==> src/rtl/mtwg_pkg.sv <==
// Shared constants and command types for the Mersenne twister word generator.
package mtwg_pkg;

	localparam int unsigned STATE_DEPTH = 624;
	localparam int unsigned TAP_OFFSET  = 397;
	localparam int unsigned ADDR_W      = 10;
	localparam int unsigned WORD_W      = 32;
	localparam int unsigned TRY_LIMIT   = 2 * STATE_DEPTH;
	localparam int unsigned TRY_W       = $clog2(TRY_LIMIT);

	localparam logic [WORD_W-1:0] FEEDBACK = 32'h9908_B0DF;
	localparam logic [WORD_W-1:0] TEMPER_B = 32'h9D2C_5680;
	localparam logic [WORD_W-1:0] TEMPER_C = 32'hEFC6_0000;

	typedef enum logic {
		OP_LOAD = 1'b0,
		OP_DRAW = 1'b1
	} op_t;

	typedef struct packed {
		op_t               op;
		logic              addr_ok;
		logic [ADDR_W-1:0] addr;
		logic [WORD_W-1:0] word;
	} cmd_t;

	typedef struct packed {
		logic valid;
		cmd_t cmd;
	} cmd_head_t;

endpackage

==> src/rtl/mtwg_front.sv <==
// Front part: accepts items, classifies them and holds them in a short command queue.
module mtwg_front #(
	parameter int unsigned CMD_DEPTH = 4
) (
	input  logic                              clk,
	input  logic                              arst_n,
	input  logic                              cmd_valid,
	output logic                              cmd_stall,
	input  logic                              command,
	input  logic [mtwg_pkg::ADDR_W-1:0]       load_addr,
	input  logic [mtwg_pkg::WORD_W-1:0]       load_word,
	output mtwg_pkg::cmd_head_t               head,
	input  logic                              pop
);

	localparam int unsigned PTR_W = (CMD_DEPTH > 1) ? $clog2(CMD_DEPTH) : 1;
	localparam int unsigned CNT_W = $clog2(CMD_DEPTH + 1);

	mtwg_pkg::cmd_t   queue_q [CMD_DEPTH];
	mtwg_pkg::cmd_t   in_cmd;
	logic [PTR_W-1:0] wr_ptr_q;
	logic [PTR_W-1:0] rd_ptr_q;
	logic [CNT_W-1:0] count_q;
	logic             push;
	logic             do_pop;

	always_comb begin
		in_cmd.op      = command ? mtwg_pkg::OP_DRAW : mtwg_pkg::OP_LOAD;
		in_cmd.addr_ok = (load_addr < mtwg_pkg::ADDR_W'(mtwg_pkg::STATE_DEPTH));
		in_cmd.addr    = load_addr;
		in_cmd.word    = load_word;
	end

	assign cmd_stall  = (count_q == CNT_W'(CMD_DEPTH));
	assign push       = cmd_valid && !cmd_stall;
	assign do_pop     = pop && (count_q != '0);
	assign head.valid = (count_q != '0);
	assign head.cmd   = queue_q[rd_ptr_q];

	always_ff @(posedge clk) begin
		if (push) begin
			queue_q[wr_ptr_q] <= in_cmd;
		end
	end

	always_ff @(posedge clk or negedge arst_n) begin
		if (!arst_n) begin
			wr_ptr_q <= '0;
			rd_ptr_q <= '0;
			count_q  <= '0;
		end else begin
			if (push) begin
				wr_ptr_q <= (wr_ptr_q == PTR_W'(CMD_DEPTH - 1)) ? '0 : wr_ptr_q + PTR_W'(1);
			end
			if (do_pop) begin
				rd_ptr_q <= (rd_ptr_q == PTR_W'(CMD_DEPTH - 1)) ? '0 : rd_ptr_q + PTR_W'(1);
			end
			case ({push, do_pop})
				2'b10: begin
					count_q <= count_q + CNT_W'(1);
				end
				2'b01: begin
					count_q <= count_q - CNT_W'(1);
				end
				default: begin
					count_q <= count_q;
				end
			endcase
		end
	end

endmodule

==> config.mk <==
export PLATFORM = sky130hd
export DESIGN_NAME = mtwg_front
export DESIGN_NICKNAME = d
export VERILOG_FILES = /design/src/rtl/mtwg_pkg.sv /design/src/rtl/mtwg_front.sv
export SDC_FILE = /design/constraint.sdc
export NUM_CORES = 1
export LEC_CHECK = 0
export BUFFER_PORTS_ARGS = -buffer_cell sky130_fd_sc_hd__buf_2
export CORE_MARGIN = 1.5
export CORE_UTILIZATION = 55
export CTS_CLUSTER_DIAMETER = 100
export DETAILED_ROUTE_END_ITERATION = 16
export MAX_ROUTING_LAYER = met4
export PLACE_DENSITY = 0.86
export SLEW_MARGIN = 10
export SYNTH_ARGS = -nofsm -noshare
export SYNTH_HDL_FRONTEND = slang
export SYNTH_SLANG_ARGS = --single-unit
==> constraint.sdc <==
create_clock -name clk -period 5 [get_ports clk]
set_input_delay 0.75 -clock clk [delete_from_list [all_inputs] [get_ports clk]]
set_output_delay 0.75 -clock clk [all_outputs]
set_load 0.03 [all_outputs]
After elaboration in Yosys (flattened, before gate mapping). Memories as Yosys holds them, arrays and structs flattened. Cells that the tools add are included.

Input port bits: 47. Bits in registers: 7. Output and inout port bits: 46. Memory bits (writable): 176. Memories: 1.

Memory list: queue_q (depth 4, width 44, rd ports 1, clocked after Yosys merged registers in 0, wr ports 1, RTL line mtwg_front.sv:19) `mtwg_pkg::cmd_t queue_q [CMD_DEPTH];`.

$lt $le $gt $ge: 1. Equal/unequal tests: 5. $add $sub $neg: 4. Reductions and logical operators: 5. Muxes and demuxes: 6.

Operators by type and width (count): 10-bit less-than comparator (second input constant) (1); 2-bit equality test (second input constant) (3); 3-bit one-hot mux with 2 select lines (1); 2-bit by 1-bit adder with 2-bit output (second input constant) (2); 2-bit two-way mux (2); 3-bit by 1-bit adder with 3-bit output (second input constant) (1); 3-bit equality test (second input constant) (1); 1-bit two-way mux (3); 3-bit nonzero test (1); 3-bit by 1-bit subtractor with 3-bit output (second input constant) (1); 2-bit by 1-bit equality test with 1-bit output (second input constant) (1); 1-bit logical AND (2); 2-bit nonzero test (1); 1-bit zero test (1).

Logic depth before layout (Yosys ltp). Gate-level depths: netlist of run 1.

Depth in word-level cells: 5. Mapped depth: 9.

Worst setup path before layout of run 1. OpenSTA, ideal clock, no wires.

Path kind: register -> output. Start point: reg rd_ptr_q[0]. End point: out head[0] in the netlist's numbering. Arrival: 1365 ps. Stages on the path, launching flop included: 4. Data required time: 4250 ps. Slack: 2885 ps. Cells stage by stage: dfrtp_1 > buf_4 > buf_4 > mux4_2.

RTL lines: start, declared (RTL line mtwg_front.sv:22) `logic [PTR_W-1:0] rd_ptr_q;`; start signal, assigned (RTL line mtwg_front.sv:56) `rd_ptr_q <= (rd_ptr_q == PTR_W'(CMD_DEPTH - 1)) ? '0 : rd_ptr_q + PTR_W'(1);`; end, declared (RTL line mtwg_front.sv:12) `output mtwg_pkg::cmd_head_t head,`.

==> summary.md, run 1 <==
| Metric | Value |
|---|---|
| Reg2Reg Setup Slack | 2.75 ns |
| Worst VDD drop | 0.3897 mV |
| DP Cell Count | 528 |
| DR vias | 3087 |
| Clock buffer depth | 2 |
| FP Rows | 40 |
| First-pass GRT wire length | 17700 um |
| Initial antenna violation count | 0 |
| Post-Syn Area | 6810 um^2 |
| Fin crit share | 61.31% |
| Cts repair resizes | 0 |
| GPL Wtd Cong | 0.7156 |
| Reg2reg start | count_q[0]$_DFFE_PN0P_ |
| Clk_lat worst skew | 0.43 ns |
| CP Cell Sequence | mux4_2, buf_2 |
| Y dimension of the die | 114.3 um |
| CP Max Fanout | 47 |
| Max Clk Rate | 0.3262 GHz |
| Worst-path clk slew | 0.06 ns |
| Fin util | 65.80% |
| Largest net degree at the start of global routing | 48 |
| Seq/Total Area, Yosys | 80.18% |
| R2r worst-path depth | 9 |
| #FFs+latches synth | 183 |
| Total Nets Final | 433 |
| Mean routed wirelength per cell | 20.19 um |
| Synth Warn # | 0 |
| Register area | 5465 um^2 |
| Min Tclk post-route | 3.066 ns |
| TritonCTS Buffers | 17 |
| Critical path startpoint category | flop |
| Worst slew margin | 22.98% |
| Syn Inst Count | 274 |
| I/O pins | 93 |
| Crit end category | output pin |
| Clock skew | 0.008463 ns |
| Status | finished, final reports clean |
| Cell count along the critical path | 2 |
| Share of layout cells above drive strength 1 | 44.87% |
| Final setup TNS | 0 ns |
| Mean Syn Cell Area | 24.86 um^2 |
| Fill cell count | 776 |
| Final hold vios | 0 |
| RSZ-0062 raised after global routing | no |
| CP bufs+invs | 1 |
| Starting Density | 56.46% |
| Fin Hold WS | 0.1481 ns |
| Syn_nets | 328 |
| Drt drc | 0 |
| Measured slew at the worst slew-check pin | 1.155 ns |
| Fin. max-slew vios | 0 |
| Largest stage delay on the critical path | 1.04 ns |
| Hold Buf Count CTS | 0 |
| HPWL after detailed placement | 6740 um |
| R2R Path End | count_q[2]$_DFFE_PN0P_ |
| PwrDens | 628.9 nW/um^2 |
| Combined area of the multi-input logic cells | 1260 um^2 |
| Slowest cell on the critical path | dfrtp_4 |
| Core area | 12060 um^2 |
| CTS tree | done |
| Num Clock Sinks | 183 |
| Crit path kind | reg -> out |
| H-Tree Depth | 4 |
| # diodes | 0 |
| GRT Overall Usage | 19.70% |
| Finished Layout Cells | 558 |
| Buffers on Ports | 92 |
| Final Setup Violations | 0 |
| Worst Hold Class | in -> async |
| Root Driver | clkbuf_16 |
| Post-CTS setup buffers | 0 |
| Yosys cell types | 21 |
| First-pass DRT Iterations | 4 |
| Starting DRT DRC Count | 249 |
| Data required, critical path | 4.25 ns |
| Setup crit end | head[9] |
| Total grt overflow | 0 |
| Setup crit start | rd_ptr_q[0]$_DFFE_PN0P_ |
| Max_cap viols | 0 |
| WL final | 11270 um |
| Worst EP arrival | 2.32 ns |
| Die footprint | 13060 um^2 |
| Vias per Instance | 5.532 |
| CP delay by family, top | flip-flops |
| Leak | 0.002769 uW |
| Layout Area Growth over Synthesis | 16.53% |
| Die width | 114.3 um |
| Vias in the first global route | 3258 |
| DRT antenna net count | 0 |
## where the power goes
| part | switching, uW | total, uW | internal (uW) |
|---|---|---|---|
| sequential | 264 | 2290 | 2030 |
| combinational | 935 | 1580 | 645 |
| clock | 497 | 1120 | 620 |
## registers in the layout (all words and copies together), names as in the netlist
signal,count
queue_q,176
count_q,3
rd_ptr_q,2
wr_ptr_q,2
## worst reg2reg max path, cell delays in order, from the launching register on
cell     delay, ns
dfrtp_1       0.42
or3b_4        0.45
and2_4        0.20
inv_1         0.06
ha_1          0.17
inv_1         0.06
fa_1          0.38
xor2_1        0.15
nor2_1        0.13
xor2_1        0.17
## Yosys cell counts
cell type | instances | area share, %
edfxtp_1 | 176 | 78
mux4_2 | 44 | 15
inv_1 | 8 | 0.44
dfrtp_1 | 7 | 2.6
ha_1 | 6 | 1.1
buf_4 | 5 | 0.55
and3_2 | 4 | 0.44
buf_2 | 3 | 0.22
nand2_1 | 3 | 0.17
nor2_1 | 3 | 0.17
buf_1 | 2 | 0.11
mux2_2 | 2 | 0.33
mux2_4 | 2 | 0.44
xor2_1 | 2 | 0.26
a311o_1 | 1 | 0.15
and2_4 | 1 | 0.13
fa_1 | 1 | 0.29
o21ai_0 | 1 | 0.073
or3_2 | 1 | 0.11
or3b_4 | 1 | 0.17
xnor2_1 | 1 | 0.13
## layer usage
layer	wire length (um)	share of wire [%]	global-route usage [%]	vias up
li1	-	-	-	1358
met1	4735	42	25.43	1609
met2	5678	50	29.96	98
met3	636	5.6	5.664	22
met4	216	1.9	8.167	0
met5	0	0	-	-
## kinds of logic after synthesis
kind of cell	after synthesis	share of synthesized area, %
multiplexers	48	15.32
adder cells (fa/ha/maj)	7	1.396
AO/OA/AOI/OAI	2	0.2204
XOR/XNOR	3	0.3859
buffers and inverters	18	1.323
flip-flops	183	80.18
AND/OR/NAND/NOR	13	1.176
## worst min-delay path by stage
stage	to	slack, ns	cells past startpoint
after floorplan	count_q[0]$_DFFE_PN0P_	0.45	0
after global placement	count_q[2]$_DFFE_PN0P_	0.47	1
after detailed placement	count_q[2]$_DFFE_PN0P_	0.48	1
after CTS	wr_ptr_q[1]$_DFFE_PN0P_	0.13	1
after global routing	wr_ptr_q[1]$_DFFE_PN0P_	0.15	1
final	wr_ptr_q[1]$_DFFE_PN0P_	0.15	1
## final cells by class
class / instances / share of cell area [%]
Timing Repair Buffer: 96 / 6.180
Tap cell: 168 / 2.649
Clock inverter: 7 / 0.4099
Multi-Input combinational cell: 73 / 15.88
Sequential cell: 183 / 68.86
Inverter: 8 / 0.3784
Clock buffer: 23 / 5.644
## cell usage in the layout, fill, tap and decap left out, types with 2 or more instances in the layout
master and instances:
and3_2 4, buf_2 92, buf_4 4, clkbuf_1 6, clkbuf_16 17, clkinv_1 2
clkinv_2 5, dfrtp_1 5, edfxtp_1 176, ha_1 6, inv_1 8, mux2_2 2
mux2_4 2, mux4_2 44, nand2_1 3, nor2_1 3, xor2_1 2
## metrics by stage
stage	total power, uW	instance area, um^2	setup WS [ns]
after floorplan	3467	6810	2.885
after global placement	3880	7456	2.326
final	4991	7936	1.934
after global routing	5214	7936	1.769
after detailed placement	3936	7456	2.332
after CTS	5059	7936	1.858
No activity file was read; power rests on OpenSTA's default activity.
==> run 2: changes to the inputs <==
CORE_UTILIZATION = 51   (was 55)
PLACE_DENSITY = 0.84   (was 0.86)
clock period = 2.7 ns   (was 5 ns; I/O delays follow)
==> run 2 against run 1 <==
Clock skew shrank 0.0016 ns. Flip-flop and latch count is the same. Core utilization shrank 3.9 points. Combinational power grew 110%. Worst setup slack lost 1.6 ns. Via count shrank 1.7%. Total power grew 91%. Clock power grew 94%. First-iteration DRC count shrank 19%.
==> summary.md, run 2 (same netlist as run 1, synthesis figures left out) <==
| Metric | Value |
|---|---|
| Status | finished, final reports clean |
| Fin crit share | 89.06% |
| Clk_lat worst skew | 0.42 ns |
| Worst slew margin | 56.67% |
| FP Rows | 42 |
| Buffers on Ports | 92 |
| Data required, critical path | 2.30 ns |
| Final hold vios | 0 |
| Biggest register | queue_q |
| Max_cap viols | 0 |
| Vias per Instance | 5.304 |
| Crit path kind | reg -> out |
| Fin util | 61.86% |
| Sw Pwr | 3175 uW |
| Num Clock Sinks | 183 |
| Fin. max-slew vios | 0 |
| Max reg flops | 176 |
| # diodes | 0 |
| TritonCTS Buffers | 17 |
| GPL Wtd Cong | 0.6887 |
| Leak | 0.002829 uW |
| Worst EP arrival | 2.00 ns |
| Core area | 13140 um^2 |
| Top Registers | queue_q x176, count_q x3 |
| Fin Hold WS | 0.2016 ns |
| Die width | 118.6 um |
| Y dimension of the die | 118.6 um |
| Drt drc | 0 |
| Die footprint | 14060 um^2 |
| Clock power frac | 22.8% |
| DRT antenna net count | 0 |
| Min Tclk post-route | 2.405 ns |
| Clock skew | 0.006880 ns |
| Worst-path clk slew | 0.06 ns |
| DR vias | 3034 |
| Total Nets Final | 439 |
| CTS tree | done |
| CP Max Fanout | 15 |
| Mean routed wirelength per cell | 19.65 um |
| Total grt overflow | 0 |
| Starting DRT DRC Count | 202 |
| Critical path startpoint category | flop |
| Largest net degree at the start of global routing | 28 |
| Initial antenna violation count | 0 |
| Max Clk Rate | 0.4159 GHz |
| RSZ-0062 raised after global routing | no |
| Root Driver | clkbuf_16 |
| Layout Area Growth over Synthesis | 19.33% |
| Cts repair resizes | 0 |
| GRT Overall Usage | 18.02% |
| Commonest non-fill, non-tap cell in the layout | edfxtp_1 |
| First-pass GRT wire length | 18020 um |
| First-pass DRT Iterations | 5 |
| Final Setup Violations | 0 |
| HPWL after detailed placement | 7157 um |
| Measured slew at the worst slew-check pin | 0.6500 ns |
| Most frequent cells in the layout | edfxtp_1, buf_2, mux4_2, clkbuf_16, inv_1 |
| Vias in the first global route | 3331 |
| Reg power frac | 42.6% |
| Worst VDD drop | 0.6867 mV |
| Worst Hold Class | in -> reg |
| H-Tree Depth | 4 |
| PwrDens | 1171 nW/um^2 |
| Int Pwr | 6337 uW |
| Sw Ratio | 33.38% |
| Logic pwr share | 34.6% |
| Crit end category | output pin |
| Share of layout cells above drive strength 1 | 45.96% |
| Clock buffer depth | 2 |
| Starting Density | 51.84% |
| WL final | 11240 um |
| Final setup TNS | 0 ns |
| I/O pins | 93 |
==> run 2: cell types whose count changed in the layout (fill, tap and decap cells not counted) <==
cell	before	now
buf_4	4	2
clkbuf_1	6	1
clkinvlp_4	0	4
dlygate4sd3_1	0	1
buf_16	0	1
bufinv_16	0	1
clkinv_1	2	5
buf_12	0	6
clkinv_2	5	2
==> run 2: through the flow <==
stage / cells / total power [uW] / worst slack, ns / cell area [um^2]
after floorplan: 274 / 6421 / 0.6362 / 6810
after global placement: 540 / 7303 / 0.5183 / 7571
after detailed placement: 540 / 7412 / 0.4728 / 7571
after CTS: 571 / 9577 / 0.04486 / 8099
after global routing: 572 / 9944 / 0.1520 / 8127
final: 572 / 9512 / 0.2955 / 8127
==> run 2: critical path, stage by stage (launching register included) <==
cell	delay [ns]
dfrtp_4	0.64
buf_4	0.25
mux4_2	0.50
buf_2	0.19
==> run 2: final cells by class <==
| type | instances | area [um^2] |
|---|---|---|
| sequential | 183 | 5465 |
| fill | 937 | 5011 |
| multi-input combinational | 73 | 1260 |
| timing repair buffer | 102 | 633.1 |
| clock buffer | 18 | 429.2 |
| tap | 176 | 220.2 |
| clock inverter | 12 | 88.84 |
| inverter | 8 | 30.03 |
==> run 2: path summary, 6_finish.rpt <==
path | start | to | slack, ns | cells past startpoint
setup reg to reg | count_q[0]$_DFFE_PN0P_ | count_q[2]$_DFFE_PN0P_ | 0.46 | 9
setup / recovery | rd_ptr_q[0]$_DFFE_PN0P_ | head[13] | 0.30 | 3
min in group asynchronous | arst_n | wr_ptr_q[1]$_DFFE_PN0P_ | 0.36 | 2
max in group asynchronous | arst_n | rd_ptr_q[0]$_DFFE_PN0P_ | 2.15 | 2
hold reg to reg | count_q[2]$_DFFE_PN0P_ | count_q[2]$_DFFE_PN0P_ | 0.50 | 1
hold / removal | load_word[25] | queue_q[2][25]$_DFFE_PP_ | 0.20 | 1
==> run 2: routing by layer <==
metal	GRT usage [%]	share of wire, %	vias to the layer above
li1	-	-	1373
met1	23.24	43	1559
met2	28.09	51	88
met3	4.971	5.0	14
met4	6.250	1.4	0
met5	-	0	-
==> run 2: power groups by stage <==
| stage | Clock, uW | Sequential [uW] | Combinational (uW) |
|---|---|---|---|
| detailed placement | 0 | 4160 | 3250 |
| finish | 2170 | 4050 | 3290 |
| global placement | 0 | 4110 | 3190 |
| CTS | 2210 | 4110 | 3250 |
| floorplan | 0 | 3910 | 2510 |
| global route | 2320 | 4120 | 3510 |
==> run 2: what timing repair did <==
action / CTS / global route
setup endpoints to repair: 0 / 10
hold buffers: 1 / 0
buffers inserted: 0 / 1
endpoints found under the hold margin: 7 / 0
==> run 3: changes to the inputs <==
==> constraint.sdc (replaced) <==
create_clock -name clk -period 2.7 [get_ports clk]
set_input_delay 0.54 -clock clk [delete_from_list [all_inputs] [get_ports clk]]
set_output_delay 0.54 -clock clk [all_outputs]
set_load 0.03 [all_outputs]
==> run 3 against run 2 <==
Fmax is 5.4% lower. Flip-flop and latch count stayed put. Die area stayed put. Final area is 0.11% lower. Sequential power hardly changed. Worst hold slack better by 0.14 ns. Clock skew is 0.0066 ns higher. Via count is 1.8% higher. Combinational power hardly changed. Highest routed layer unchanged.
==> summary.md, run 3 (same netlist as run 1, synthesis figures left out) <==
| Metric | Value |
|---|---|
| Most frequent cells in the layout | edfxtp_1, buf_2, mux4_2, clkbuf_16, inv_1 |
| GPL Wtd Cong | 0.7373 |
| Y dimension of the die | 118.6 um |
| H-Tree Depth | 4 |
| CP bufs+invs | 2 |
| Share of layout cells above drive strength 1 | 45.20% |
| CTS tree | done |
| Clock skew | 0.01345 ns |
| Total Nets Final | 439 |
| Clock buffer depth | 2 |
| Die width | 118.6 um |
| Max Clk Rate | 0.3935 GHz |
| FP Rows | 42 |
| R2r worst-path depth | 9 |
| CP Cell Sequence | buf_12, mux4_2, buf_2 |
| Worst slew margin | 57.17% |
| First-pass DRT Iterations | 4 |
| Die footprint | 14060 um^2 |
| Buffers on Ports | 92 |
| Num Clock Sinks | 183 |
| Core area | 13140 um^2 |
| Drt drc | 0 |
| Measured slew at the worst slew-check pin | 0.6425 ns |
| CP delay by family, top | flip-flops |
| Largest stage delay on the critical path | 0.60 ns |
| Status | finished, final reports clean |
| Biggest register | queue_q |
| Crit path kind | reg -> out |
| Max_cap viols | 0 |
| Total grt overflow | 0 |
| Final Setup Violations | 0 |
| Initial antenna violation count | 0 |
| DR vias | 3089 |
| # diodes | 0 |
| Reg2Reg Setup Slack | 0.49 ns |
| Top Registers | queue_q x176, count_q x3 |
| PwrDens | 1177 nW/um^2 |
| DP Worst Slack | 0.4797 ns |
| Starting Density | 51.84% |
| Worst VDD drop | 0.7752 mV |
| Commonest non-fill, non-tap cell in the layout | edfxtp_1 |
| Vias per Instance | 5.400 |
| First-pass GRT wire length | 18130 um |
| Mean routed wirelength per cell | 19.94 um |
| Fin crit share | 94.12% |
| Clk_lat worst skew | 0.41 ns |
| Power Total | 9552 uW |
| Leak | 0.002839 uW |
| Critical path startpoint category | flop |
| Final setup TNS | 0 ns |
| CP Max Fanout | 17 |
| TritonCTS Buffers | 17 |
| DRT antenna net count | 0 |
| Design Area, Final | 8118 um^2 |
| Layout Area Growth over Synthesis | 19.20% |
| Final setup margin | 0.1589 ns |
| Placed Instance Area | 7579 um^2 |
| Worst-path clk slew | 0.06 ns |
| Largest net degree at the start of global routing | 30 |
| Final hold vios | 0 |
| Vias in the first global route | 3301 |
| Cell count along the critical path | 3 |
| GRT Overall Usage | 18.14% |
| Worst Hold Class | in -> reg |
| Worst EP arrival | 2.00 ns |
| HPWL after detailed placement | 7078 um |
| Slowest cell on the critical path | dfrtp_4 |
| RSZ-0062 raised after global routing | no |
| Hold path depth | 1 |
| Max reg flops | 176 |
| Root Driver | clkbuf_16 |
| Data required, critical path | 2.16 ns |
| WL final | 11410 um |
| Fin. max-slew vios | 0 |
| Starting DRT DRC Count | 246 |
| Crit end category | output pin |
| Min Tclk post-route | 2.541 ns |
| I/O pins | 93 |
==> run 3: changes by cell type in the layout (fill, tap and decap cells not counted) <==
cell        change
bufinv_16       +1
clkinv_1        -3
buf_16          -1
buf_4           +1
clkbuf_1        +6
clkinvlp_4      -4
==> run 3: routing by layer <==
layer | global-route usage [%] | vias up | wire [um]
met5 | - | - | 0
met4 | 6.777 | 0 | 99
met3 | 4.875 | 10 | 551
met2 | 27.18 | 100 | 5817
met1 | 24.29 | 1611 | 4937
li1 | - | 1368 | -
==> run 3: final cells by class <==
cell class,count,area [um^2]
Clock buffer,24,451.7
Fill cell,941,5020
Inverter,8,30.03
Multi-Input combinational cell,73,1260
Sequential cell,183,5465
Timing Repair Buffer,102,613.1
Clock inverter,6,77.57
Tap cell,176,220.2
==> run 3: power breakdown <==
part	leakage, uW	switching (uW)	total (uW)	internal [uW]
registers	0.00169	264	4020	3760
logic	0.000890	1970	3280	1310
clock network	0.000257	903	2250	1340
==> run 3: worst register-to-register path, cell delays in order, from the launching register on <==
cell     delay (ns)
dfrtp_1        0.42
or3b_4         0.44
and2_4         0.19
inv_1          0.05
ha_1           0.18
inv_1          0.06
fa_1           0.37
xor2_1         0.15
nor2_1         0.11
xor2_1         0.16
==> run 3: worst paths after layout <==
| path | start | end |
|---|---|---|
| min in group asynchronous | arst_n | count_q[1]$_DFFE_PN0P_ |
| worst min-delay path | load_word[17] | queue_q[2][17]$_DFFE_PP_ |
| max in group asynchronous | arst_n | rd_ptr_q[0]$_DFFE_PN0P_ |
| worst max register to register | count_q[0]$_DFFE_PN0P_ | count_q[2]$_DFFE_PN0P_ |
| worst min register to register | count_q[2]$_DFFE_PN0P_ | count_q[2]$_DFFE_PN0P_ |
| worst max-delay path | rd_ptr_q[0]$_DFFE_PN0P_ | head[43] |
==> run 3: per-stage QoR <==
stage / util, % / hold WS [ns] / cells
after CTS: 61.79 / 0.3174 / 572
after global placement: 57.69 / 0.3909 / 541
after floorplan: - / 0.2444 / 274
after detailed placement: 57.69 / 0.3951 / 541
final: 61.79 / 0.3400 / 572
after global routing: 61.79 / 0.3195 / 572
==> run 3: what timing repair did <==
action / 4_1_cts / 5_1_grt
setup endpoints to repair: 0 / 0
hold buffers: 1 / 0
resized for setup: 0 / 0
setup buffers: 0 / 0
endpoints found under the hold margin: 7 / 0
