**src/rtl/mtwg_pkg.sv**
```systemverilog
// Shared constants and command types for the Mersenne twister word generator.
package mtwg_pkg;

	localparam int unsigned STATE_DEPTH = 624;
	localparam int unsigned TAP_OFFSET  = 397;
	localparam int unsigned ADDR_W      = 10;
	localparam int unsigned WORD_W      = 32;
	localparam int unsigned TRY_LIMIT   = 2 * STATE_DEPTH;
	localparam int unsigned TRY_W       = $clog2(TRY_LIMIT);

	localparam logic [WORD_W-1:0] FEEDBACK = 32'h9908_B0DF;
	localparam logic [WORD_W-1:0] TEMPER_B = 32'h9D2C_5680;
	localparam logic [WORD_W-1:0] TEMPER_C = 32'hEFC6_0000;

	typedef enum logic {
		OP_LOAD = 1'b0,
		OP_DRAW = 1'b1
	} op_t;

	typedef struct packed {
		op_t               op;
		logic              addr_ok;
		logic [ADDR_W-1:0] addr;
		logic [WORD_W-1:0] word;
	} cmd_t;

	typedef struct packed {
		logic valid;
		cmd_t cmd;
	} cmd_head_t;

endpackage

```
**src/rtl/mtwg_result_fifo.sv**
```systemverilog
// Result queue that holds tempered words until the output side takes them.
module mtwg_result_fifo #(
	parameter int unsigned RES_DEPTH = 4
) (
	input  logic                                clk,
	input  logic                                arst_n,
	input  logic                                push,
	input  logic [mtwg_pkg::WORD_W-1:0]         push_word,
	output logic [$clog2(RES_DEPTH + 1)-1:0]    res_count,
	output logic                                word_valid,
	input  logic                                word_stall,
	output logic [mtwg_pkg::WORD_W-1:0]         random_word
);

	localparam int unsigned PTR_W = (RES_DEPTH > 1) ? $clog2(RES_DEPTH) : 1;
	localparam int unsigned CNT_W = $clog2(RES_DEPTH + 1);

	logic [mtwg_pkg::WORD_W-1:0] fifo_q [RES_DEPTH];
	logic [PTR_W-1:0]            wr_ptr_q;
	logic [PTR_W-1:0]            rd_ptr_q;
	logic [CNT_W-1:0]            count_q;
	logic                        do_pop;

	assign res_count   = count_q;
	assign word_valid  = (count_q != '0);
	assign random_word = fifo_q[rd_ptr_q];
	assign do_pop      = word_valid && !word_stall;

	always_ff @(posedge clk) begin
		if (push) begin
			fifo_q[wr_ptr_q] <= push_word;
		end
	end

	always_ff @(posedge clk or negedge arst_n) begin
		if (!arst_n) begin
			wr_ptr_q <= '0;
			rd_ptr_q <= '0;
			count_q  <= '0;
		end else begin
			if (push) begin
				wr_ptr_q <= (wr_ptr_q == PTR_W'(RES_DEPTH - 1)) ? '0 : wr_ptr_q + PTR_W'(1);
			end
			if (do_pop) begin
				rd_ptr_q <= (rd_ptr_q == PTR_W'(RES_DEPTH - 1)) ? '0 : rd_ptr_q + PTR_W'(1);
			end
			case ({push, do_pop})
				2'b10: begin
					count_q <= count_q + CNT_W'(1);
				end
				2'b01: begin
					count_q <= count_q - CNT_W'(1);
				end
				default: begin
					count_q <= count_q;
				end
			endcase
		end
	end

endmodule
```
**config.mk**
```make
export PLATFORM = sky130hd
export DESIGN_NAME = mtwg_result_fifo
export DESIGN_NICKNAME = d
export VERILOG_FILES = /design/src/rtl/mtwg_pkg.sv /design/src/rtl/mtwg_result_fifo.sv
export SDC_FILE = /design/constraint.sdc
export NUM_CORES = 1
export LEC_CHECK = 0
export BUFFER_PORTS_ARGS = -buffer_cell sky130_fd_sc_hd__buf_2
export CORE_ASPECT_RATIO = 1.1
export CORE_MARGIN = 2
export CORE_UTILIZATION = 61
export DETAILED_ROUTE_END_ITERATION = 10
export PLACE_DENSITY = 0.92
export SLEW_MARGIN = 30
export SYNTH_ARGS = -nofsm -noshare
export SYNTH_HDL_FRONTEND = slang
export SYNTH_SLANG_ARGS = --single-unit
```
**constraint.sdc**
```tcl
create_clock -name clk -period 5.1 [get_ports clk]
set_input_delay 1.02 -clock clk [delete_from_list [all_inputs] [get_ports clk]]
set_output_delay 1.02 -clock clk [all_outputs]
set_load 0.03 [all_outputs]
```
# After elaboration in Yosys (flattened, before gate mapping)
# Memories as Yosys holds them, arrays and structs flattened.
# Cells that the tools add are included.
dict set report word_totals {
  register_bits 7
  ramBits 128
  inputBits 36
  output_inout_bits 36
  word_cells 21
  mem_count 1
}
dict set report op_classes {
  addsub 4
  n_eq_ne 4
  mux 5
  n_reduce_logical 4
}
# name words width read_ports rd_clocked_by_memory_dff write_ports line
set mem_list {}
lappend mem_list {fifo_q 4 32 1 0 1 mtwg_result_fifo.sv:18} ;# logic [mtwg_pkg::WORD_W-1:0] fifo_q [RES_DEPTH];
# operator count
set op_table {}
lappend op_table {{$eq 2x2->1 const B} 3}
lappend op_table {{$pmux 3 s2} 1}
lappend op_table {{$add 2x1->2 const B} 2}
lappend op_table {{$mux 2} 2}
lappend op_table {{$add 3x1->3 const B} 1}
lappend op_table {{$reduce_bool 3->1} 1}
lappend op_table {{$sub 3x1->3 const B} 1}
lappend op_table {{$eq 2x1->1 const B} 1}
lappend op_table {{$mux 1} 2}
lappend op_table {{$reduce_bool 2->1} 1}
lappend op_table {{$logic_and 1x1->1} 1}
lappend op_table {{$logic_not 1->1} 1}

# Logic depth before layout (Yosys ltp)
# Gate-level depths: netlist of the first run.
dict set report depth {
  depth_word 4
  ltp_mapped 8
  depth_no_buf 8
}

# Least setup slack after synthesis of the first run
# No wires, ideal clock.
dict set report synth_path {
  kind {register -> output}
  startpoint {register rd_ptr_q[0]}
  endpoint {output random_word[23] (netlist name)}
  arrival_time_ps 1303
  t_required_ps 4080
  path_slack_ps 2777
  path_stages_with_launch 4
  path_buffers 2
  path_cell_list {dfrtp_1 > buf_6 > buf_4 > mux4_2}
}
dict set report synth_via {
  elab_chain_cells 1
}
# element line
set synth_lines {}
lappend synth_lines {{start, declared} mtwg_result_fifo.sv:20} ;# logic [PTR_W-1:0] rd_ptr_q;
lappend synth_lines {{start signal, assigned} mtwg_result_fifo.sv:45} ;# rd_ptr_q <= (rd_ptr_q == PTR_W'(RES_DEPTH - 1)) ? '0 : rd_ptr_q + PTR_W'(1);
lappend synth_lines {{$mem_v2 4x32} -}
lappend synth_lines {{end, declared} mtwg_result_fifo.sv:12} ;# output logic [mtwg_pkg::WORD_W-1:0] random_word
# Every way passes these cells.

# Worst setup path after layout of the first run
dict set report layout_path {
  startpoint {register rd_ptr_q[0]}
  endpoint {output random_word[1] (netlist name)}
}
# Same word-level chain as after synthesis.

==> results of run 1 <==
[kinds of logic after synthesis]
family,Yosys count,share of synthesized area
flip-flops,135,0.7941
XOR/XNOR,3,0.005193
buffers and inverters,14,0.01631
AND/OR/NAND/NOR,10,0.01335
adder cells (fa/ha/maj),7,0.01879
multiplexers,35,0.1503
AO/OA/AOI/OAI,2,0.001978
[state kept, by name, indices dropped and copies added (netlist names)]
register	count
rd_ptr_q	2
wr_ptr_q	2
fifo_q	128
res_count	3
[power by group]
group          internal (mW)  total, mW  leakage, nW  switching [mW]
registers               1.43       1.57         1.26           0.142
clock network          0.697       1.15        0.262           0.454
logic                  0.453       1.14        0.637           0.689
[layer usage]
layer / up-vias / track usage
li1: 1025 / -
met1: 1190 / 0.2683
met2: 66 / 0.3450
met3: 4 / 0.05758
met4: 0 / 0.06643
met5: - / 0
[worst paths after layout]
kind                                            end  slack, ns  cells past startpoint
max                                  random_word[1]       1.65                      3
min in group clk           res_count[2]$_DFFE_PN0P_       0.51                      1
max in group asynchronous   rd_ptr_q[1]$_DFFE_PN0P_       4.58                      1
min reg2reg                res_count[2]$_DFFE_PN0P_       0.51                      1
max reg2reg                res_count[2]$_DFFE_PN0P_       3.15                      8
min                        res_count[1]$_DFFE_PN0P_       0.33                      1
[cells in the mapped netlist]
| cell type | count | area share |
|---|---|---|
| mux4_2 | 32 | 0.14 |
| or3_4 | 1 | 0.0022 |
| buf_6 | 3 | 0.0067 |
| or3_1 | 1 | 0.0012 |
| dfrtp_1 | 7 | 0.035 |
| o21ai_0 | 2 | 0.0020 |
| ha_1 | 6 | 0.015 |
| inv_1 | 6 | 0.0044 |
| nand2_1 | 1 | 0.00074 |
| edfxtp_1 | 128 | 0.76 |
| buf_4 | 1 | 0.0015 |
| nor2b_4 | 1 | 0.0027 |
| mux2_4 | 2 | 0.0059 |
| buf_2 | 3 | 0.0030 |
| fa_1 | 1 | 0.0040 |
| and2_1 | 4 | 0.0049 |
| xnor2_1 | 1 | 0.0017 |
| xor2_1 | 2 | 0.0035 |
| clkbuf_1 | 1 | 0.00074 |
| mux2i_1 | 1 | 0.0020 |
| nor2_1 | 2 | 0.0015 |
[through the flow]
step	setup WS (ns)	utilization	total power, mW	std cells	hold WS [ns]
final	1.647	0.7595	3.867	410	0.3310
after detailed placement	2.122	0.6885	2.750	378	0.4959
after floorplan	2.777	-	2.459	206	0.5666
after CTS	1.576	0.7595	3.907	410	0.3182
after global routing	1.470	0.7595	4.029	410	0.3288
after global placement	2.131	0.6885	2.713	378	0.4826
[layout make-up]
cell class / instances / area, um^2
clock buffer: 18 / 417.9
clock inverter: 14 / 150.1
fill: 470 / 1923
inverter: 6 / 22.52
multi-input combinational: 57 / 964.7
sequential: 135 / 4021
tap: 108 / 135.1
timing repair buffer: 72 / 362.8
==> results by group, run 1 <==
Pwr
  – Peak supply drop: 532.1 uV
  – Pwr per Cell Area: 636.5 nW/um^2
  – Leak: 2.156 nW

Synthesis
  – Syn Std Cell Area: 5061 um^2
  – Synth Instances: 206
  – YS warnings: 0
  – Yosys reg bits: 135
  – Register area share after synthesis: 0.7941
  – Syn Area/Cell: roughly 25 um^2
  – Post-synth net total: 249
  – Synth cell types: 21

Critical path
  – WP data arrival: 2.43 ns
  – Critical path origin: rd_ptr_q[0]$_DFFE_PN0P_
  – WP data required: 4.08 ns
  – CP Launch Type: register
  – CP max stage cell: dfrtp_2
  – Worst path cell trace: buf_4, mux4_2, buf_2
  – R2R Path Start: res_count[0]$_DFFE_PN0P_
  – Delay-heaviest family, CP: buffers and inverters
  – CP Buf/Inv Count: 2
  – WS Path Type: reg -> out
  – Worst-path fanout max: 20
  – Worst path max stage delay: ~0.66 ns
  – Crit end category: output port

Clock tree
  – Max clock buf depth: 2
  – Reg clk slew, reported paths: 0.06 ns
  – Clk Latency, worst-skew pair: 0.52 ns
  – CTS H-tree depth: 4
  – CTS buffer count: 17
  – Clock Tree Root: clkbuf_8
  – Hold buffer count at CTS: 0
  – Count of cells resized by post-cts repair: 0
  – CTS Sinks: 135
  – Postcts setup bufs: 0
  – CTS tree: yes

STA
  – Rel. slew slack: 0.4188
  – Crit path time final: 3.453 ns
  – Setup TNS: 0 ns
  – Worst-Margin Slew: about 0.87 ns
  – Hold Fails Final Rpt: 0
  – Final Slew Violations: 0
  – RSZ-0062 raised after global routing: false
  – Period utilization: 0.6770
  – Final setup fails: 0
  – Setup Skew: 0.01314 ns
  – Max Fclk: 289.6 MHz

Floorplanning
  – Initial core utilization: 0.6328
  – Core area: 7998 um^2
  – Total die area: 9043 um^2
  – Die Wd: 90.85 um
  – Placement row count: 34
  – Vert. Die Dim: about 100 um
  – IO Pins: 72

Layout
  – Area Overhead vs Synth: 20.02%
  – Share of cells above drive strength 1: 0.4768
  – Final #Nets: 332
  – Most common cell after layout, fill and taps aside: edfxtp_1
  – Ant. Diodes: 0
  – Commonest cells after routing, fill and taps aside: 128 x edfxtp_1, 71 x buf_2, 32 x mux4_2, 16 x clkbuf_16
  – Fin area: 6075 um^2

Placed design
  – HPWL after detailed placement: 4.871 mm
  – Port Buffers: 71
  – Routability Congestion: 0.6681
  – Area after DPL: 5507 um^2

Route
  – Drc violations: 0
  – DR iter-0 viols: 139
  – WL met3: 349 um
  – Final wirelength: 8.447 mm
  – Routed length on met1: 3.555 mm
  – DR WL/cell: ~21 um
  – Routed vias/inst: 5.573
  – Vias: 2,285
  – Detail Route Antenna Nets: 0
  – DR pass1 iterations: 4
  – Met2 Routed Length: 4.492 mm
  – Highest Signal Layer: met4

GRT
  – GRT Util Overall: 0.2059
  – First-pass GRT wire length: 13.40 mm
  – Antenna violations before repair: 0
  – Vias in the first global route: around 2,500
  – GRT overflow: 0
  – Largest net degree at the start of global routing: 35

Run status
  – Status: finished clean

Flow run
  – MaxCap Viol Count: 0

Worst hold path
  – Hold Path Class: in -> async
Power figures use the tool's default switching activity.
==> run 2: changes to the inputs <==
--- a/config.mk
+++ b/config.mk
@@ -8,9 +8,9 @@
 export BUFFER_PORTS_ARGS = -buffer_cell sky130_fd_sc_hd__buf_2
 export CORE_ASPECT_RATIO = 1.1
 export CORE_MARGIN = 2
-export CORE_UTILIZATION = 61
+export CORE_UTILIZATION = 56
 export DETAILED_ROUTE_END_ITERATION = 10
-export PLACE_DENSITY = 0.92
+export PLACE_DENSITY = 0.86
 export SLEW_MARGIN = 30
 export SYNTH_ARGS = -nofsm -noshare
 export SYNTH_HDL_FRONTEND = slang
==> constraint.sdc (replaced) <==
create_clock -name clk -period 3.5 [get_ports clk]
set_input_delay 0.7 -clock clk [delete_from_list [all_inputs] [get_ports clk]]
set_output_delay 0.7 -clock clk [all_outputs]
set_load 0.03 [all_outputs]
==> run 2 against run 1 <==
Net effect: die area increased by 8.5%; sequential share of layout area down 1.3 points; clock power grew 72%; via count increased by 1.7%; flip-flop and latch count stayed put; non-clock buffer count increased by 1; cell area rose by 2.0%; sequential power is 48% higher; clock skew decreased by 0.0051 ns; combinational power is 43% higher; routed wire length rose by 1.2%; critical endpoint is now random_word[10]; largest cell class unchanged; largest power group unchanged.
==> results by group, run 2 (synthesis results as in run 1) <==
Critical path
  – WP data required: 2.80 ns
  – WP data arrival: ~2.4 ns
  – Worst R2R Path Depth: 8
  – CP Launch Type: register
  – WS Path Type: reg -> out
  – Crit end category: output port
  – Worst-path fanout max: 23

GRT
  – Antenna violations before repair: 1
  – GRT overflow: 0
  – GRT Util Overall: 0.1931
  – Largest net degree at the start of global routing: 35
  – First-pass GRT wire length: 13.43 mm
  – Vias in the first global route: 2,473

Placed design
  – Routability Congestion: a little under 0.7
  – Port Buffers: 71
  – Dpl ws: about 0.84 ns
  – HPWL after detailed placement: 4.955 mm

STA
  – Crit path time final: 3.097 ns
  – Rel. slew slack: 0.3907
  – Max Fclk: 322.9 MHz
  – Final Slew Violations: 0
  – Period utilization: 0.8848
  – Setup TNS: 0 ns
  – Setup Skew: 0.007990 ns
  – Final setup fails: 0
  – Hold Fails Final Rpt: 0
  – RSZ-0062 raised after global routing: false
  – Worst-Margin Slew: around 0.9 ns
  – Worst setup margin: around 0.40 ns

Pwr
  – Power Total: 5.927 mW
  – Pwr per Cell Area: ~960 nW/um^2
  – Leak: 2.223 nW
  – Peak supply drop: 513.3 uV

Floorplanning
  – Die Wd: 94.64 um
  – Initial core utilization: 0.5733
  – Core area: ~9000 um^2
  – Placement row count: 36
  – Vert. Die Dim: 103.7 um
  – IO Pins: 72
  – Total die area: 9815 um^2

Clock tree
  – Hold buffer count at CTS: 0
  – CTS H-tree depth: 4
  – Postcts setup bufs: 0
  – Count of cells resized by post-cts repair: 0
  – Reg clk slew, reported paths: 0.06 ns
  – CTS Sinks: 135
  – CTS tree: yes
  – Clock Tree Root: clkbuf_8
  – CTS buffer count: 17
  – Max clock buf depth: 2
  – Clk Latency, worst-skew pair: 0.51 ns

Route
  – DR WL/cell: 20.46 um
  – Vias: 2,324
  – Final wirelength: 8.551 mm
  – Routed vias/inst: 5.560
  – DR iter-0 viols: 128
  – DR pass1 iterations: 4
  – Detail Route Antenna Nets: 0
  – Drc violations: 0

Layout
  – Fillers: 570
  – Most common cell after layout, fill and taps aside: edfxtp_1
  – Share of cells above drive strength 1: 0.4752
  – Final Util: 0.7017
  – Sequential cell area: 4021 um^2
  – Commonest cells after routing, fill and taps aside: 128 x edfxtp_1, 71 x buf_2, 32 x mux4_2, 16 x clkbuf_16, 7 x bufinv_16
  – Biggest register: fifo_q
  – Multi-input gate area: 964.7 um^2
  – Final #Nets: 333
  – Area Overhead vs Synth: 22.40%
  – Max reg flops: roughly 130

Worst hold path
  – Hold Path Class: in -> async

Run status
  – Status: finished clean

Flow run
  – MaxCap Viol Count: 0
## run 2: changes by cell type in the layout (fill, tap and decap cells not counted)
cell / delta
buf_4: +1
bufinv_16: +5
clkbuf_1: -1
clkinv_1: +2
clkinv_2: +1
clkinvlp_4: -4
diode_2: +1
inv_6: -3
## run 2: layer usage
metal | vias up | routed length, um | GRT usage
met3 | 9 | 529 | 0.07855
met5 | - | 0 | 0
li1 | 1031 | - | -
met1 | 1211 | 3385 | 0.2468
met2 | 73 | 4514 | 0.2989
met4 | 0 | 121 | 0.07246
## run 2: critical path, stage by stage, from the launching register on
cell and delay, ns:
dfrtp_2 0.83, buf_4 0.33, mux4_2 0.53, buf_2 0.19
## run 2: stage by stage
stage	hold slack, ns	cell area [um^2]	cells
finish	0.02038	6195	418
global route	0.002411	6192	417
CTS	0.005008	6192	417
detailed placement	0.4866	5522	385
global placement	0.4781	5522	385
floorplan	0.4044	5061	206
## run 2: worst paths after layout
kind	startpoint	end	slack, ns
worst min-delay path	arst_n	res_count[2]$_DFFE_PN0P_	0.02
worst max register to register	res_count[0]$_DFFE_PN0P_	res_count[2]$_DFFE_PN0P_	1.62
worst max-delay path	rd_ptr_q[0]$_DFFE_PN0P_	random_word[10]	0.40
max in group asynchronous	arst_n	rd_ptr_q[0]$_DFFE_PN0P_	3.29
min in group clk	push_word[6]	fifo_q[0][6]$_DFFE_PP_	0.40
worst min register to register	res_count[2]$_DFFE_PN0P_	res_count[2]$_DFFE_PN0P_	0.50
## run 2: final cells by class
| class | instances | share of cell area |
|---|---|---|
| Antenna cell | 1 | 0.0004040 |
| Clock buffer | 17 | 0.06686 |
| Clock inverter | 15 | 0.04141 |
| Inverter | 6 | 0.003636 |
| Multi-Input combinational cell | 57 | 0.1557 |
| Sequential cell | 135 | 0.6492 |
| Tap cell | 114 | 0.02303 |
| Timing Repair Buffer | 73 | 0.05979 |
## run 2: report_power, final
part	switching (mW)	total, mW	leakage [nW]	internal (mW)
clock network	0.619	1.98	0.324	1.36
registers	0.231	2.32	1.26	2.09
logic	0.965	1.63	0.642	0.664
total	1.81	5.93	2.22	4.11
==> run 3: changes to the inputs <==
--- a/config.mk
+++ b/config.mk
@@ -11,6 +11,7 @@
 export CORE_UTILIZATION = 56
 export DETAILED_ROUTE_END_ITERATION = 10
 export PLACE_DENSITY = 0.86
+export RECOVER_POWER = 100
 export SLEW_MARGIN = 30
 export SYNTH_ARGS = -nofsm -noshare
 export SYNTH_HDL_FRONTEND = slang
==> run 3 against run 2 <==
Net effect: critical endpoint is now random_word[6]; critical path depth unchanged; die area unchanged; the run now ends with max-capacitance violations, max-slew violations left; core utilization decreased by 1.1 points; cell area decreased by 1.6%; combinational power decreased by 5%; setup slack got worse by 0.041 ns; hold slack improved by 0.074 ns; via count decreased by 0.22%; global-route usage unchanged; maximum frequency decreased by 1.3%.
==> results by group, run 3 (synthesis results as in run 1) <==
Placed design
  – Routability Congestion: 0.6739
  – Placed cell count: 385
  – Dpl ws: 0.8385 ns
  – Area after DPL: 5522 um^2
  – HPWL after detailed placement: 4.955 mm
  – Port Buffers: 71

Critical path
  – Worst path max stage delay: ~0.83 ns
  – Worst R2R Setup Slack: 0.62 ns
  – Worst-path fanout max: 23
  – CP max stage cell: dfrtp_2
  – R2R Path Start: wr_ptr_q[0]$_DFFE_PN0P_
  – CP Launch Type: register
  – Crit end category: output port
  – CP Buf/Inv Count: 2
  – Worst R2R Path Depth: 3
  – Critical path origin: rd_ptr_q[0]$_DFFE_PN0P_
  – Delay-heaviest family, CP: flip-flops
  – Cell mode on critical path: clkbuf_2
  – Worst path cell trace: clkbuf_2, mux4_2, clkbuf_2
  – Worst r2r dst: fifo_q[2][0]$_DFFE_PP_
  – WP data arrival: 2.44 ns
  – Worst path depth: 3
  – WS Path Type: reg -> out
  – Crit path to: random_word[6]
  – WP data required: 2.80 ns

Route
  – Detail Route Antenna Nets: 0
  – Final wirelength: between 8 and 9 mm
  – DR pass1 iterations: 4
  – Routed vias/inst: 5.548
  – Drc violations: 0
  – DR iter-0 viols: 113
  – Vias: 2,319
  – DR WL/cell: around 21 um

Floorplanning
  – Placement row count: 36
  – Initial core utilization: 0.5733
  – Vert. Die Dim: 103.7 um
  – Die Wd: 94.64 um
  – IO Pins: 72
  – Total die area: a little under 10,000 um^2
  – Core area: 8828 um^2

STA
  – Worst setup margin: between 0.3 and 0.4 ns
  – RSZ-0062 raised after global routing: false
  – Final setup fails: 0
  – Hold Fails Final Rpt: 0
  – Setup TNS: 0 ns
  – Max Fclk: 318.7 MHz
  – Crit path time final: about 3.1 ns
  – Worst-Margin Slew: 2.482 ns
  – Rel. slew slack: -0.6558
  – Setup Skew: 0.007621 ns
  – Final Slew Violations: 132
  – Period utilization: 0.8965

Clock tree
  – Clk Latency, worst-skew pair: slightly above 0.5 ns
  – Clock Tree Root: clkbuf_8
  – Max clock buf depth: 2
  – CTS Sinks: 135
  – CTS tree: yes
  – Reg clk slew, reported paths: 0.06 ns
  – CTS buffer count: 17
  – Count of cells resized by post-cts repair: 0
  – Hold buffer count at CTS: 0
  – CTS H-tree depth: 4
  – Postcts setup bufs: 0

Pwr
  – Power Total: 5.867 mW
  – Peak supply drop: about 460 uV
  – Pwr per Cell Area: 962.8 nW/um^2
  – Leak: 2.033 nW

GRT
  – GRT Util Overall: 0.1931
  – GRT overflow: 0
  – Antenna violations before repair: 1
  – Largest net degree at the start of global routing: 35
  – Vias in the first global route: 2,473
  – First-pass GRT wire length: 13.43 mm

Layout
  – Share of cells above drive strength 1: 0.2475
  – Max reg flops: 128
  – Commonest cells after routing, fill and taps aside: 128 x edfxtp_1, 62 x clkbuf_1, 32 x mux4_2, 16 x clkbuf_16, 7 x bufinv_16
  – Fin cells: approximately 420
  – Area Overhead vs Synth: 20.40%
  – Fin area: approximately 6100 um^2
  – Biggest register: fifo_q
  – Most common cell after layout, fill and taps aside: edfxtp_1
  – Final #Nets: roughly 330

Run status
  – Status: finished with violations
  – Failing checks: max-capacitance violations, max-slew violations

Flow run
  – MaxCap Viol Count: 4

Worst hold path
  – Hold Path Class: in -> async
## run 3: cell count changes in the layout (fill, tap and decap cells not counted)
cell      previous run  this run
clkbuf_2             0         6
mux2_1               0         1
clkbuf_1             0        62
and2_2               4         0
mux2_4               2         1
nor2b_1              0         1
or3_4                1         0
buf_2               71         4
buf_4                2         1
and2_0               0         4
or3_1                1         2
nor2b_4              1         0
## run 3: worst reg2reg max path, cell delays in order (launching register included)
cell     delay, ns
dfrtp_1       0.41
inv_1         0.11
ha_1          0.14
and2_0        1.77
## run 3: per-stage QoR
step / util / hold WS [ns]
2_1_floorplan: - / 0.4044
3_3_place_gp: 0.6254 / 0.4781
3_5_place_dp: 0.6254 / 0.4866
4_1_cts: 0.7014 / 0.005008
5_1_grt: 0.6899 / 0.1015
6_report: 0.6902 / 0.09485
## run 3: area by class of cell
class	count	area, um^2
multi-input cells	57	943.4
diodes	1	2.502
inverters	6	22.52
fillers	593	2735
flip-flops and latches	135	4021
clock inverters	15	256.5
repair buffers	73	290.3
well taps	114	142.6
clock buffers	17	414.1
## run 3: how the worst min path moves through the flow
stage                                   from                        to  depth (start not counted)
floorplan                             arst_n   rd_ptr_q[0]$_DFFE_PN0P_                          0
global placement    res_count[2]$_DFFE_PN0P_  res_count[2]$_DFFE_PN0P_                          1
detailed placement  res_count[2]$_DFFE_PN0P_  res_count[2]$_DFFE_PN0P_                          1
CTS                                   arst_n  res_count[2]$_DFFE_PN0P_                          1
global route                          arst_n  res_count[2]$_DFFE_PN0P_                          1
finish                                arst_n  res_count[2]$_DFFE_PN0P_                          1
## run 3: power breakdown
group          switching, mW  leakage [nW]  internal (mW)
Clock                  0.620         0.324           1.36
Combinational          0.972         0.453          0.578
Sequential             0.231          1.26           2.10
## run 3: metal layers
metal / up-vias / share of wire / global-route usage
li1: 1031 / - / -
met1: 1210 / 0.41 / 0.2468
met2: 69 / 0.52 / 0.2989
met3: 9 / 0.055 / 0.07855
met4: 0 / 0.014 / 0.07246
met5: - / 0 / 0
